$ cat src/hw/rtl/scma_pkg.sv
`default_nettype none

package scma_pkg;

  // Fixed field widths of the command and result ports.
  localparam int unsigned CHAN_W         = 3;
  localparam int unsigned SAMPLE_FIELD_W = 10;
  localparam int unsigned SAMPLE_FIELDS  = 6;
  localparam int unsigned AVG_W          = 10;

  // Function codes.
  localparam logic FUNC_CAPTURE = 1'b0;
  localparam logic FUNC_READ    = 1'b1;

  // Access request to the sample ring for the current transaction.
  typedef struct packed {
    logic rd;
    logic wr;
  } scma_ring_ctl_t;

endpackage

`default_nettype wire

$ cat src/hw/rtl/six_channel_moving_average.sv
`default_nettype none

// Boxcar moving average over CHANNELS converter channels and the last WINDOW
// captures. A capture transaction (func 0) reads the ring slot about to be
// overwritten from the registered sample memory on acceptance, then in ST_CAP
// writes the new samples and updates every running sum. A read transaction
// (func 1) passes through ST_MUL, which scales the running sum of the channel
// by a constant reciprocal into a product register, then ST_RES, which shows
// the result with done_o high for exactly one cycle. busy is high from
// the cycle after acceptance until the transaction ends, and the receiver
// cannot stall the result. Averages count zeros until WINDOW captures have
// been made, and a read of a nonexistent channel returns an average of zero.
module six_channel_moving_average #(
  parameter int unsigned CHANNELS    = 6,
  parameter int unsigned WINDOW      = 16,
  parameter int unsigned SAMPLE_BITS = 10
) (
  input  wire logic                                  clk_i,
  input  wire logic                                  rst_ni,
  input  wire logic                                  start,
  output logic                                       busy,
  input  wire logic                                  func_i,
  input  wire logic [scma_pkg::CHAN_W-1:0]           channel_i,
  input  wire logic [scma_pkg::SAMPLE_FIELD_W-1:0]   sample_ch0_i,
  input  wire logic [scma_pkg::SAMPLE_FIELD_W-1:0]   sample_ch1_i,
  input  wire logic [scma_pkg::SAMPLE_FIELD_W-1:0]   sample_ch2_i,
  input  wire logic [scma_pkg::SAMPLE_FIELD_W-1:0]   sample_ch3_i,
  input  wire logic [scma_pkg::SAMPLE_FIELD_W-1:0]   sample_ch4_i,
  input  wire logic [scma_pkg::SAMPLE_FIELD_W-1:0]   sample_ch5_i,
  output logic                                       done_o,
  output logic      [scma_pkg::CHAN_W-1:0]           read_channel_o,
  output logic      [scma_pkg::AVG_W-1:0]            average_o
);

  localparam int unsigned SUM_W  = SAMPLE_BITS + $clog2(WINDOW);
  localparam int unsigned DATA_W = CHANNELS * SAMPLE_BITS;

  typedef enum logic [1:0] {
    ST_IDLE,
    ST_CAP,
    ST_MUL,
    ST_RES
  } state_e;

  state_e state_q;
  logic   done_q;
  logic   accept;

  logic [scma_pkg::SAMPLE_FIELD_W-1:0] fields [scma_pkg::SAMPLE_FIELDS];
  logic [DATA_W-1:0]                   samp_d, samp_q;
  logic [scma_pkg::CHAN_W-1:0]         chan_q;
  logic [SUM_W-1:0]                    sums_q [CHANNELS];
  logic [SUM_W-1:0]                    sel_sum;
  logic [DATA_W-1:0]                   old_samp;
  logic [SAMPLE_BITS-1:0]              quot;
  scma_pkg::scma_ring_ctl_t            ring_ctl;

  assign busy   = (state_q != ST_IDLE);
  assign accept = start && !busy;

  assign fields[0] = sample_ch0_i;
  assign fields[1] = sample_ch1_i;
  assign fields[2] = sample_ch2_i;
  assign fields[3] = sample_ch3_i;
  assign fields[4] = sample_ch4_i;
  assign fields[5] = sample_ch5_i;

  // Channels beyond the six sample ports always capture zero.
  for (genvar c = 0; c < CHANNELS; c++) begin : g_samp
    if (c < scma_pkg::SAMPLE_FIELDS) begin : g_field
      assign samp_d[c*SAMPLE_BITS +: SAMPLE_BITS] = SAMPLE_BITS'(fields[c]);
    end else begin : g_zero
      assign samp_d[c*SAMPLE_BITS +: SAMPLE_BITS] = '0;
    end
  end

  always_comb begin
    ring_ctl.rd = accept && (func_i == scma_pkg::FUNC_CAPTURE);
    ring_ctl.wr = (state_q == ST_CAP);
  end

  scma_ring #(
    .WINDOW (WINDOW),
    .DATA_W (DATA_W)
  ) u_ring (
    .clk_i   (clk_i),
    .rst_ni  (rst_ni),
    .ctl_i   (ring_ctl),
    .wdata_i (samp_q),
    .rdata_o (old_samp)
  );

  always_ff @(posedge clk_i) begin
    if (accept) begin
      samp_q <= samp_d;
      chan_q <= channel_i;
    end
  end

  always_ff @(posedge clk_i or negedge rst_ni) begin
    if (!rst_ni) begin
      state_q <= ST_IDLE;
      done_q  <= 1'b0;
    end else begin
      done_q <= (state_q == ST_MUL);
      unique case (state_q)
        ST_IDLE: begin
          if (accept) begin
            state_q <= (func_i == scma_pkg::FUNC_CAPTURE) ? ST_CAP : ST_MUL;
          end
        end
        ST_CAP:  state_q <= ST_IDLE;
        ST_MUL:  state_q <= ST_RES;
        ST_RES:  state_q <= ST_IDLE;
        default: state_q <= ST_IDLE;
      endcase
    end
  end

  // The replaced sample leaves the sum as the new one enters it.
  always_ff @(posedge clk_i or negedge rst_ni) begin
    if (!rst_ni) begin
      for (int c = 0; c < CHANNELS; c++) begin
        sums_q[c] <= '0;
      end
    end else if (state_q == ST_CAP) begin
      for (int c = 0; c < CHANNELS; c++) begin
        sums_q[c] <= sums_q[c]
                     - SUM_W'(old_samp[c*SAMPLE_BITS +: SAMPLE_BITS])
                     + SUM_W'(samp_q[c*SAMPLE_BITS +: SAMPLE_BITS]);
      end
    end
  end

  // A channel number with no sum selects zero.
  always_comb begin
    sel_sum = '0;
    for (int c = 0; c < CHANNELS; c++) begin
      if (int'(chan_q) == c) begin
        sel_sum = sums_q[c];
      end
    end
  end

  scma_avg #(
    .WINDOW      (WINDOW),
    .SAMPLE_BITS (SAMPLE_BITS)
  ) u_avg (
    .clk_i  (clk_i),
    .load_i (state_q == ST_MUL),
    .sum_i  (sel_sum),
    .quot_o (quot)
  );

  assign done_o         = done_q;
  assign read_channel_o = chan_q;
  assign average_o      = scma_pkg::AVG_W'(quot);

endmodule

`default_nettype wire

$ cat src/hw/rtl/scma_ring.sv
`default_nettype none

module scma_ring #(
  parameter int unsigned WINDOW = 16,
  parameter int unsigned DATA_W = 60
) (
  input  wire logic                    clk_i,
  input  wire logic                    rst_ni,
  input  wire scma_pkg::scma_ring_ctl_t ctl_i,
  input  wire logic [DATA_W-1:0]       wdata_i,
  output logic      [DATA_W-1:0]       rdata_o
);

  localparam int unsigned PTR_W = $clog2(WINDOW);

  logic [DATA_W-1:0] mem_q [WINDOW];
  logic [DATA_W-1:0] rd_data_q;
  logic [PTR_W-1:0]  ptr_q, ptr_d;
  logic              filled_q;
  logic              rd_live_q;

  assign ptr_d = (ptr_q == PTR_W'(WINDOW - 1)) ? '0 : ptr_q + 1'b1;

  always_ff @(posedge clk_i) begin
    if (ctl_i.wr) begin
      mem_q[ptr_q] <= wdata_i;
    end
    if (ctl_i.rd) begin
      rd_data_q <= mem_q[ptr_q];
    end
  end

  // Slots are written strictly in order, so until the pointer first wraps
  // the slot under it has never been written and reads as zero.
  always_ff @(posedge clk_i or negedge rst_ni) begin
    if (!rst_ni) begin
      ptr_q     <= '0;
      filled_q  <= 1'b0;
      rd_live_q <= 1'b0;
    end else begin
      if (ctl_i.rd) begin
        rd_live_q <= filled_q;
      end
      if (ctl_i.wr) begin
        ptr_q <= ptr_d;
        if (ptr_q == PTR_W'(WINDOW - 1)) begin
          filled_q <= 1'b1;
        end
      end
    end
  end

  assign rdata_o = rd_live_q ? rd_data_q : '0;

endmodule

`default_nettype wire

$ cat src/hw/rtl/scma_avg.sv
`default_nettype none

module scma_avg #(
  parameter int unsigned WINDOW      = 16,
  parameter int unsigned SAMPLE_BITS = 10
) (
  input  wire logic                                         clk_i,
  input  wire logic                                         load_i,
  input  wire logic [SAMPLE_BITS+$clog2(WINDOW)-1:0]        sum_i,
  output logic      [SAMPLE_BITS-1:0]                       quot_o
);

  localparam int unsigned WIN_LOG = $clog2(WINDOW);
  localparam int unsigned SUM_W   = SAMPLE_BITS + WIN_LOG;
  localparam int unsigned PROD_W  = 2 * SUM_W + 1;
  localparam int unsigned SHIFT   = SUM_W + WIN_LOG;

  // floor(2^SHIFT / WINDOW) + 1 gives an exact quotient for every sum
  // below 2^SUM_W, also when the window is a power of two.
  localparam logic [63:0] RECIP_FULL = ((64'd1 << SHIFT) / 64'(WINDOW)) + 64'd1;
  localparam logic [SUM_W:0] RECIP = RECIP_FULL[SUM_W:0];

  logic [PROD_W-1:0] product_q;

  always_ff @(posedge clk_i) begin
    if (load_i) begin
      product_q <= PROD_W'(sum_i) * PROD_W'(RECIP);
    end
  end

  assign quot_o = product_q[SHIFT +: SAMPLE_BITS];

endmodule

`default_nettype wire

$ cat config.mk
export PLATFORM = sky130hd
export DESIGN_NAME = six_channel_moving_average
export DESIGN_NICKNAME = d
export VERILOG_FILES = /design/src/hw/rtl/scma_pkg.sv /design/src/hw/rtl/six_channel_moving_average.sv /design/src/hw/rtl/scma_ring.sv /design/src/hw/rtl/scma_avg.sv
export SDC_FILE = /design/constraint.sdc
export NUM_CORES = 1
export LEC_CHECK = 0
export BUFFER_PORTS_ARGS = -buffer_cell sky130_fd_sc_hd__buf_4
export CAP_MARGIN = 20
export CORE_MARGIN = 3
export CORE_UTILIZATION = 63
export DETAILED_ROUTE_END_ITERATION = 10
export PLACE_DENSITY_LB_ADDON = 0.15
export SYNTH_ARGS = -nofsm -noshare
export SYNTH_HDL_FRONTEND = slang
export SYNTH_SLANG_ARGS = --single-unit
export TNS_END_PERCENT = 20
$ cat constraint.sdc
create_clock -name clk_i -period 7.8 [get_ports clk_i]
set_input_delay 1.56 -clock clk_i [delete_from_list [all_inputs] [get_ports clk_i]]
set_output_delay 1.56 -clock clk_i [all_outputs]
set_load 0.1 [all_outputs]
Word-level counts from Yosys, hierarchy flattened
Memory sizes are Yosys's and may differ from the RTL's. A register that Yosys moved wholly into a read port is not among the register bits.
Index checks and enable logic that the tools add are counted.
{ "word_totals": {"ff_bits": 184, "ram_bits": 960, "in_bits": 67, "wordCells": 61, "memories": 1} }
{ "op_classes": {"n_addsub": 13, "multipliers": 1, "eq_ne": 10, "muxes": 13, "n_bitwise": 1, "n_reduce_logical": 8} }
{ "mem_list": {"columns": ["memory", "depth", "word_bits", "rd", "rd_ports_with_merged_regs", "wr", "line", "source"], "rows": [
  ["u_ring.mem_q", 16, 60, 1, 1, 1, "scma_ring.sv:16", "logic [DATA_W-1:0] mem_q [WINDOW];"]
]} }
{ "op_table": {"columns": ["cell", "n"], "rows": [
  ["adder 14 x 10 -> 14 bit", 6],
  ["2-to-1 mux 14 bit", 6],
  ["subtractor 14 x 10 -> 14 bit", 6],
  ["2-to-1 mux 60 bit", 1],
  ["multiplier 14 x 15 -> 28 bit (second input constant)", 1],
  ["== test 3 bit (second input constant)", 4],
  ["one-hot mux 2 bit (3 select lines)", 1],
  ["adder 4 x 1 -> 4 bit (second input constant)", 1],
  ["== test 2 bit (second input constant)", 2],
  ["== test 4 bit (second input constant)", 1],
  ["2-to-1 mux 2 bit", 2],
  ["2-to-1 mux 4 bit", 1],
  ["== test 3 x 2 -> 1 bit (second input constant)", 1],
  ["logical NOT 3 bit", 1],
  ["== test 2 x 1 -> 1 bit (second input constant)", 1],
  ["logical AND 1 bit", 2],
  ["logical NOT 2 bit", 1],
  ["2-to-1 mux 1 bit", 2],
  ["!= test 2 bit (second input constant)", 1],
  ["AND reduction 2 bit", 1],
  ["nonzero test 2 bit", 1],
  ["OR reduction 2 bit", 1],
  ["logical NOT 1 bit", 1],
  ["inverter 1 bit", 1]
]} }

Longest topological paths before layout
Gate-level depths: netlist of the first run.
{ "logic_depth": {"word_depth": 8, "ltp_mapped": 14, "ltp_nobuf": 13} }

Modules after synthesis
Synthesis of the first run repeated with hierarchy kept, for this count alone.
{ "unflattened": {"cells_unflattened": 2925, "area_unflattened_um2": 50304.5} }
{ "modules_own_cells": {"columns": ["module", "instances", "cells_each", "area_per_inst_um2", "seq_area_each_um2"], "rows": [
  ["scma_ring", 1, 1644, 38470.6, 30779.5],
  ["six_channel_moving_average", 1, 1271, 11533.6, 4068.9],
  ["scma_avg", 1, 10, 300.3, 300.3]
]} }

Worst setup path after synthesis of the first run
No wires, ideal clock.
{ "synth_path": {"path_type": "input to register", "start": "in start", "end": "reg u_ring.rd_live_q", "setup_time_ns": 0.127, "arrival_time_ns": 6.420, "required_time_ns": 7.673, "setup_slack_ns": 1.253, "stages": 3, "path_buffers": 0, "path_cell_list": "and2_1 nor2b_1 mux2_2"} }
{ "synth_rtl": {"columns": ["element", "line", "source"], "rows": [
  ["start: declaration", "six_channel_moving_average.sv:20", "input wire logic start,"],
  ["end signal: assignment", "scma_ring.sv:42", "rd_live_q <= filled_q;"],
  ["end: declaration", "scma_ring.sv:20", "logic rd_live_q;"]
]} }

Worst setup path after layout of the first run
{ "layout_path": {"start": "reg u_ring.ptr_q[3]", "end": "mem u_ring.mem_q[8][3], enable pin"} }
{ "layout_rtl": {"columns": ["element", "line", "source"], "rows": [
  ["start: declaration", "scma_ring.sv:18", "logic [PTR_W-1:0] ptr_q, ptr_d;"],
  ["start signal: assignment", "scma_ring.sv:45", "ptr_q <= ptr_d;"],
  ["end: declaration", "scma_ring.sv:16", null]
]} }
Straight into the memory's write port.

==> results of run 1 <==
## power breakdown
group / switching [mW] / internal, mW
registers: 0.932 / 8.05
logic: 4.51 / 3.76
clock network: 2.34 / 2.96
total: 7.78 / 14.8
## worst paths after layout
kind                                  from                 end  slack (ns)  depth (start not counted)
setup / recovery           u_ring.ptr_q[3]  u_ring.mem_q[8][3]        3.87                          4
hold / removal                  sums_q[29]          sums_q[29]        0.49                          2
setup reg to reg           u_ring.ptr_q[3]  u_ring.mem_q[8][3]        3.87                          4
hold reg to reg                 sums_q[29]          sums_q[29]        0.49                          2
max in group asynchronous           rst_ni     u_ring.ptr_q[2]        5.50                          2
min in group asynchronous           rst_ni           sums_q[1]        0.88                          1
## kinds of logic after synthesis
kind of cell | after synthesis
xor+xnor | 60
mux | 323
compound gates | 288
buf+inv | 381
simple gates | 313
fa+ha+maj | 148
flops | 1186
## metrics by stage
| stage | hold slack (ns) | setup WS [ns] | utilization |
|---|---|---|---|
| floorplan | 0.433 | 1.25 | - |
| global placement | 0.447 | 3.96 | 0.663 |
| detailed placement | 0.452 | 3.96 | 0.663 |
| CTS | 0.487 | 3.91 | 0.709 |
| global route | 0.508 | 3.73 | 0.709 |
| finish | 0.487 | 3.87 | 0.709 |
## area by class of cell
type                            instances  share of cell area
Clock buffer                          144              0.0554
Clock inverter                         73              0.0101
Inverter                              276              0.0187
Multi-Input combinational cell       1132               0.240
Sequential cell                      1186               0.636
Tap cell                             1040              0.0235
Timing Repair Buffer                  114              0.0163
## state kept, by name, summed over array words and instances, names as in the netlist
register and flops:
state_q 2, u_ring.mem_q 960, u_ring.filled_q 1, done_o 1, u_ring.rd_data_q 60, u_avg.product_q 10, samp_q 60, read_channel_o 3
sums_q 84, u_ring.ptr_q 4, u_ring.rd_live_q 1
## synth_stat cells (all sizes together), types with 10 or more instances
cell type / number
edfxtp: 1093
and2: 78
buf: 57
fa: 60
mux4: 302
a21oi: 56
mux2i: 20
nand2b: 10
o21a: 17
a21o: 22
nand3: 12
a211oi: 16
inv: 276
o21ai: 111
o22ai: 10
nor2: 53
clkbuf: 48
dfrtp: 93
xor2: 36
nor3: 14
ha: 88
nand2: 108
xnor2: 24
o21bai: 11
## metal layers
| layer | global-route usage | vias to the layer above | wire length, um |
|---|---|---|---|
| met3 | 0.0422 | 213 | 8880 |
| li1 | - | 10700 | - |
| met5 | 0 | - | 0 |
| met4 | 0.0760 | 0 | 3120 |
| met2 | 0.450 | 1157 | 55100 |
| met1 | 0.399 | 13200 | 44000 |
## layout by cell type (no fill, tap or decap), types with 9 or more instances in the layout
| cell type | count |
|---|---|
| nand2b_1 | 9 |
| clkinv_1 | 25 |
| nand2_1 | 108 |
| inv_1 | 276 |
| buf_4 | 111 |
| o21ai_0 | 87 |
| xor2_1 | 36 |
| ha_1 | 88 |
| nor2_1 | 53 |
| clkbuf_16 | 115 |
| mux4_2 | 296 |
| a21o_1 | 22 |
| edfxtp_1 | 1093 |
| o21ai_1 | 24 |
| o221ai_1 | 9 |
| dfrtp_1 | 88 |
| a21oi_1 | 56 |
| xnor2_1 | 24 |
| nand3_1 | 12 |
| o21a_1 | 17 |
| mux2i_1 | 20 |
| clkbuf_1 | 21 |
| clkinv_2 | 30 |
| and2_4 | 17 |
| nor3_1 | 14 |
| a211oi_1 | 14 |
| o22ai_1 | 10 |
| fa_1 | 60 |
| and2_1 | 61 |
| o21bai_1 | 11 |
## worst register-to-register path, cell delays in order (launching register included)
cell and delay (ns):
dfrtp_4 0.86, buf_4 0.75, nor3b_1 0.57, and2_4 0.65, buf_4 0.66
==> metrics.txt, run 1 <==
biggest cell delay along the critical path 0.86 ns; die width 288 um; Synth area leaders edfxtp_1, mux4_2, dfrtp_1; Slew @ Worst Pin 1.05 ns; CP max stage cell dfrtp_4; ANT cells 0; crit path max fanout 39; initial DRC count 2461; Yosys warnings 0; Total Routing Usage GR 0.276; Setup crit end kind flop; worst path arrival time 4.24 ns; CTS tree built; Clock Sinks 1186; area delta synth->final 10.7%; fraction of layout cells with a size suffix above 1 0.211; IO Pins 82; clock transition at the registers of the reported paths 0.06 ns; worst vdd ir 0.000229 V; Setup CP Type flop to flop; synthesized cell area 50000 sq um; outcome finished, final reports clean; WP data required 8.11 ns; leading area contributor after synthesis edfxtp_1; Synth cell types 63; post-route setup TNS 0 ns; mux share of post-synthesis cell area 0.141; Initial Util 0.641; Rows 102; Multi-input gate area 13300 sq um; CTS Hold Bufs 0; Synth Flop Type edfxtp_1; Remaining DRCs 0; Routed Antenna Nets 0; Mapped Cells 2699; combinational family with the most area after synthesis multiplexers; Longest Clk Path Bufs 3; GPL Wtd Cong 0.843; Total Power 22.6 mW; worst hold path type flop to flop; first-pass GRT wire length 166000 um; final std cells w/o fill 3965; pins over their slew limit 0; Clock Skew 0.0213 ns; Compound-Gate Fraction of Synth Area 0.0363; Vias/cell 6.38; Synth Area in Adders 0.0461; Synthesized Nets 2914; Synth Area in Simple Gates 0.0310; # fillers 4718; setup violators final 0; Die Y-Extent 288 um; Detailed Place HPWL 62500 um; vias in the first global route 25.9k; post-synthesis sequential area ratio 0.703; cell area after layout 55300 sq um; crit start category flop; register area 35200 sq um; post-placement cell area 51700 sq um; setup repair bufs after CTS 0; CTS resizes 0; CORE AREA 78000 sq um; Final period util 0.504; die footprint 82800 sq um; Leakage 19.3 nW; xor-xnor portion of the synthesized cell area 0.0105; RSZ-0062 raised after global routing false; Overflow after GRT 0; CP Cell Sequence buf_4 > nor3b_1 > and2_4 > buf_4; H-tree depth 3; Tmin final 3.93 ns; EDFF count, synth 1093; ys async rst share 0.0784; cell mode on critical path buf_4; top-area cell type share of the netlist area 0.657; Vias 25.3k; dpl cells 3748; Pre-Repair DR Iteration Count 5; largest net degree at the start of global routing 88; Hold Vio Cnt, Final 0; #FFs+latches synth 1186; delay-heaviest family, CP buffers and inverters; pwr/cell area 408 nW/um^2; Slew Limit Headroom 0.302; CTS Buf Count 115; worst skew pair latency 0.69 ns; buffers and inverters on the worst path 2; clock root cell clkbuf_16; Final nets 3040; drt wl/cell 28.0 um; Routed WL 111000 um; initial antenna violation count 1; Max Cap Viol 0; syn avg cell area 18.5 sq um; Buffers on Ports 81; fmax 0.255 GHz
Power figures use the tool's default switching activity.
==> run 2, diff against run 1 <==
Clock period 7.8 ns to 4 ns, I/O delays scaled along.
==> run 2 against run 1 <==
Worst hold slack got worse by 0.28 ns; non-clock buffer count increased by 43; clock power increased by 96%; flip-flop and latch count unchanged; via count increased by 0.93%; die area unchanged; sequential share of layout area decreased by 0.67 points; critical path depth increased by 8; final area increased by 1.1%; global-route usage increased by 0.91 points; cell count increased by 1.0%; sequential power increased by 90%; critical path type unchanged; largest power group unchanged.
==> metrics.txt, run 2 (same netlist as run 1, synthesis figures left out) <==
worst vdd ir 0.000519 V (was 0.000229 V); delay-heaviest family, CP compound AO/OA/AOI/OAI gates (was buffers and inverters); Die Y-Extent 288 um (unchanged); Total Routing Usage GR 0.285 (was 0.276); worst hold path type input pin to asynchronous set/reset pin (was flop to flop); Tmin final 3.36 ns (was 3.93 ns); worst path arrival time 3.90 ns (was 4.24 ns); die footprint 82800 sq um (unchanged); commonest non-fill, non-tap cells in the layout edfxtp_1, mux4_2, inv_1 (unchanged); H-tree depth 3 (unchanged); CORE AREA 78000 sq um (unchanged); post-placement cell area 52300 sq um (was 51700 sq um); setup repair bufs after CTS 0 (unchanged); vias in the first global route 26.4k (was 25.9k); outcome finished, final reports clean (unchanged); fraction of layout cells with a size suffix above 1 0.218 (was 0.211); die width 288 um (unchanged); flop2flop setup slack 0.64 ns (was 3.87 ns); IO Pins 82 (unchanged); critical path depth in cells 12 (was 4); top flop regs u_ring.mem_q (960), sums_q (84) (unchanged); Hold Vio Cnt, Final 0 (unchanged); pwr/cell area 796 nW/um^2 (was 408 nW/um^2); GPL Wtd Cong 0.893 (was 0.843); clock transition at the registers of the reported paths 0.06 ns (about the same); Longest Clk Path Bufs 3 (unchanged); setup violators final 0 (unchanged); Overflow after GRT 0 (unchanged); CTS Hold Bufs 0 (unchanged); Buffers on Ports 81 (unchanged); CP Cell Sequence buf_4 > and2_1 > fa_1 > inv_1 > ha_1 > a211oi_1 > o21bai_1 > a21oi_1 > o21bai_1 > a41oi_1 > xor2_1 > o21ai_0 (was buf_4 > nor3b_1 > and2_4 > buf_4); buffers and inverters on the worst path 2 (unchanged); CTS tree built (unchanged); drt wl/cell 28.4 um (was 28.0 um); Pre-Repair DR Iteration Count 5 (unchanged); Initial Util 0.641 (unchanged); Routed WL 114000 um (was 111000 um); pins over their slew limit 0 (unchanged); Slew @ Worst Pin 1.13 ns (was 1.05 ns); Detailed Place HPWL 65100 um (was 62500 um); Clock Sinks 1186 (unchanged); Setup crit end kind flop (unchanged); RSZ-0062 raised after global routing false (unchanged); largest net degree at the start of global routing 105 (was 88); Reg-to-Reg End sums_q[81] (was u_ring.mem_q[8][3]); initial antenna violation count 1 (unchanged); cell mode on critical path o21bai_1 (was buf_4); Clock Skew 0.0279 ns (was 0.0213 ns); Slew Limit Headroom 0.250 (was 0.302); most common cell after layout, fill and taps aside edfxtp_1 (unchanged); Remaining DRCs 0 (unchanged); worst skew pair latency 0.69 ns (about the same); Final nets 3082 (was 3040); Leakage 19.6 nW (was 19.3 nW); post-layout util 0.717 (was 0.709); initial DRC count 3062 (was 2461); clock root cell clkbuf_16 (unchanged); CTS resizes 0 (unchanged); fmax 0.298 GHz (was 0.255 GHz); launch point of the worst path u_ring.rd_live_q (was u_ring.ptr_q[3]); area delta synth->final 11.9% (was 10.7%); Final period util 0.840 (was 0.504); WP data required 4.54 ns (was 8.11 ns); crit path max fanout 33 (was 39); worst slack, placed 0.686 ns (was 3.96 ns); final std cells w/o fill 4006 (was 3965); worst r2r src u_ring.rd_live_q (was u_ring.ptr_q[3]); Rows 102 (unchanged); CP max stage cell fa_1 (was dfrtp_4); Vias/cell 6.37 (was 6.38); CTS Buf Count 114 (was 115); worst reg2reg path depth 12 (was 4); dpl cells 3791 (was 3748); post-route setup TNS 0 ns (unchanged); Setup WS post-layout 0.642 ns (was 3.87 ns); Setup CP Type flop to flop (unchanged); Max Cap Viol 0 (unchanged); Routed Antenna Nets 0 (unchanged); Most flops, register u_ring.mem_q (unchanged); first-pass GRT wire length 171000 um (was 166000 um); crit start category flop (unchanged); biggest cell delay along the critical path 0.53 ns (was 0.86 ns); cell area after layout 55900 sq um (was 55300 sq um); Vias 25.5k (was 25.3k); max FFs per register 960 (unchanged)
==> run 2: changes by cell type in the layout (fill, tap and decap cells not counted), sizes merged <==
cell / delta
clkbuf: +18
clkinvlp: -2
clkinv: -18
inv: -1
diode: +1
buf: +43
==> run 2: worst max-delay path by stage <==
| stage | end | slack [ns] |
|---|---|---|
| after global routing | sums_q[22] | 0.35 |
| after floorplan | u_ring.rd_live_q | 0.66 |
| after global placement | sums_q[39] | 0.75 |
| after CTS | sums_q[66] | 0.66 |
| after detailed placement | sums_q[55] | 0.69 |
| final | sums_q[81] | 0.64 |
==> run 2: routing by layer <==
layer | GRT usage | wire length [um]
met4 | 0.0821 | 3210
met5 | 0 | 0
met1 | 0.416 | 46300
met2 | 0.453 | 55700
met3 | 0.0508 | 8590
==> run 2: report_power, final <==
part | internal, mW | leakage (nW) | switching (mW)
clock network | 5.93 | 1.78 | 4.48
registers | 15.7 | 11.0 | 1.44
logic | 7.56 | 6.76 | 9.39
total | 29.2 | 19.6 | 15.3
==> run 2: layout make-up <==
class / count / area (sq um)
diodes: 1 / 2.50
clock buffers: 162 / 3230
clock inverters: 52 / 409
fillers: 4638 / 22100
inverters: 276 / 1040
multi-input cells: 1132 / 13300
flip-flops and latches: 1186 / 35200
well taps: 1040 / 1300
repair buffers: 157 / 1480
==> run 2: per-stage QoR <==
stage          total power [mW]  hold WS, ns
3_5_place_dp               34.1        0.467
6_report                   44.5        0.209
2_1_floorplan              29.8        0.433
5_1_grt                    46.9        0.231
3_3_place_gp               33.7        0.465
4_1_cts                    44.6        0.194
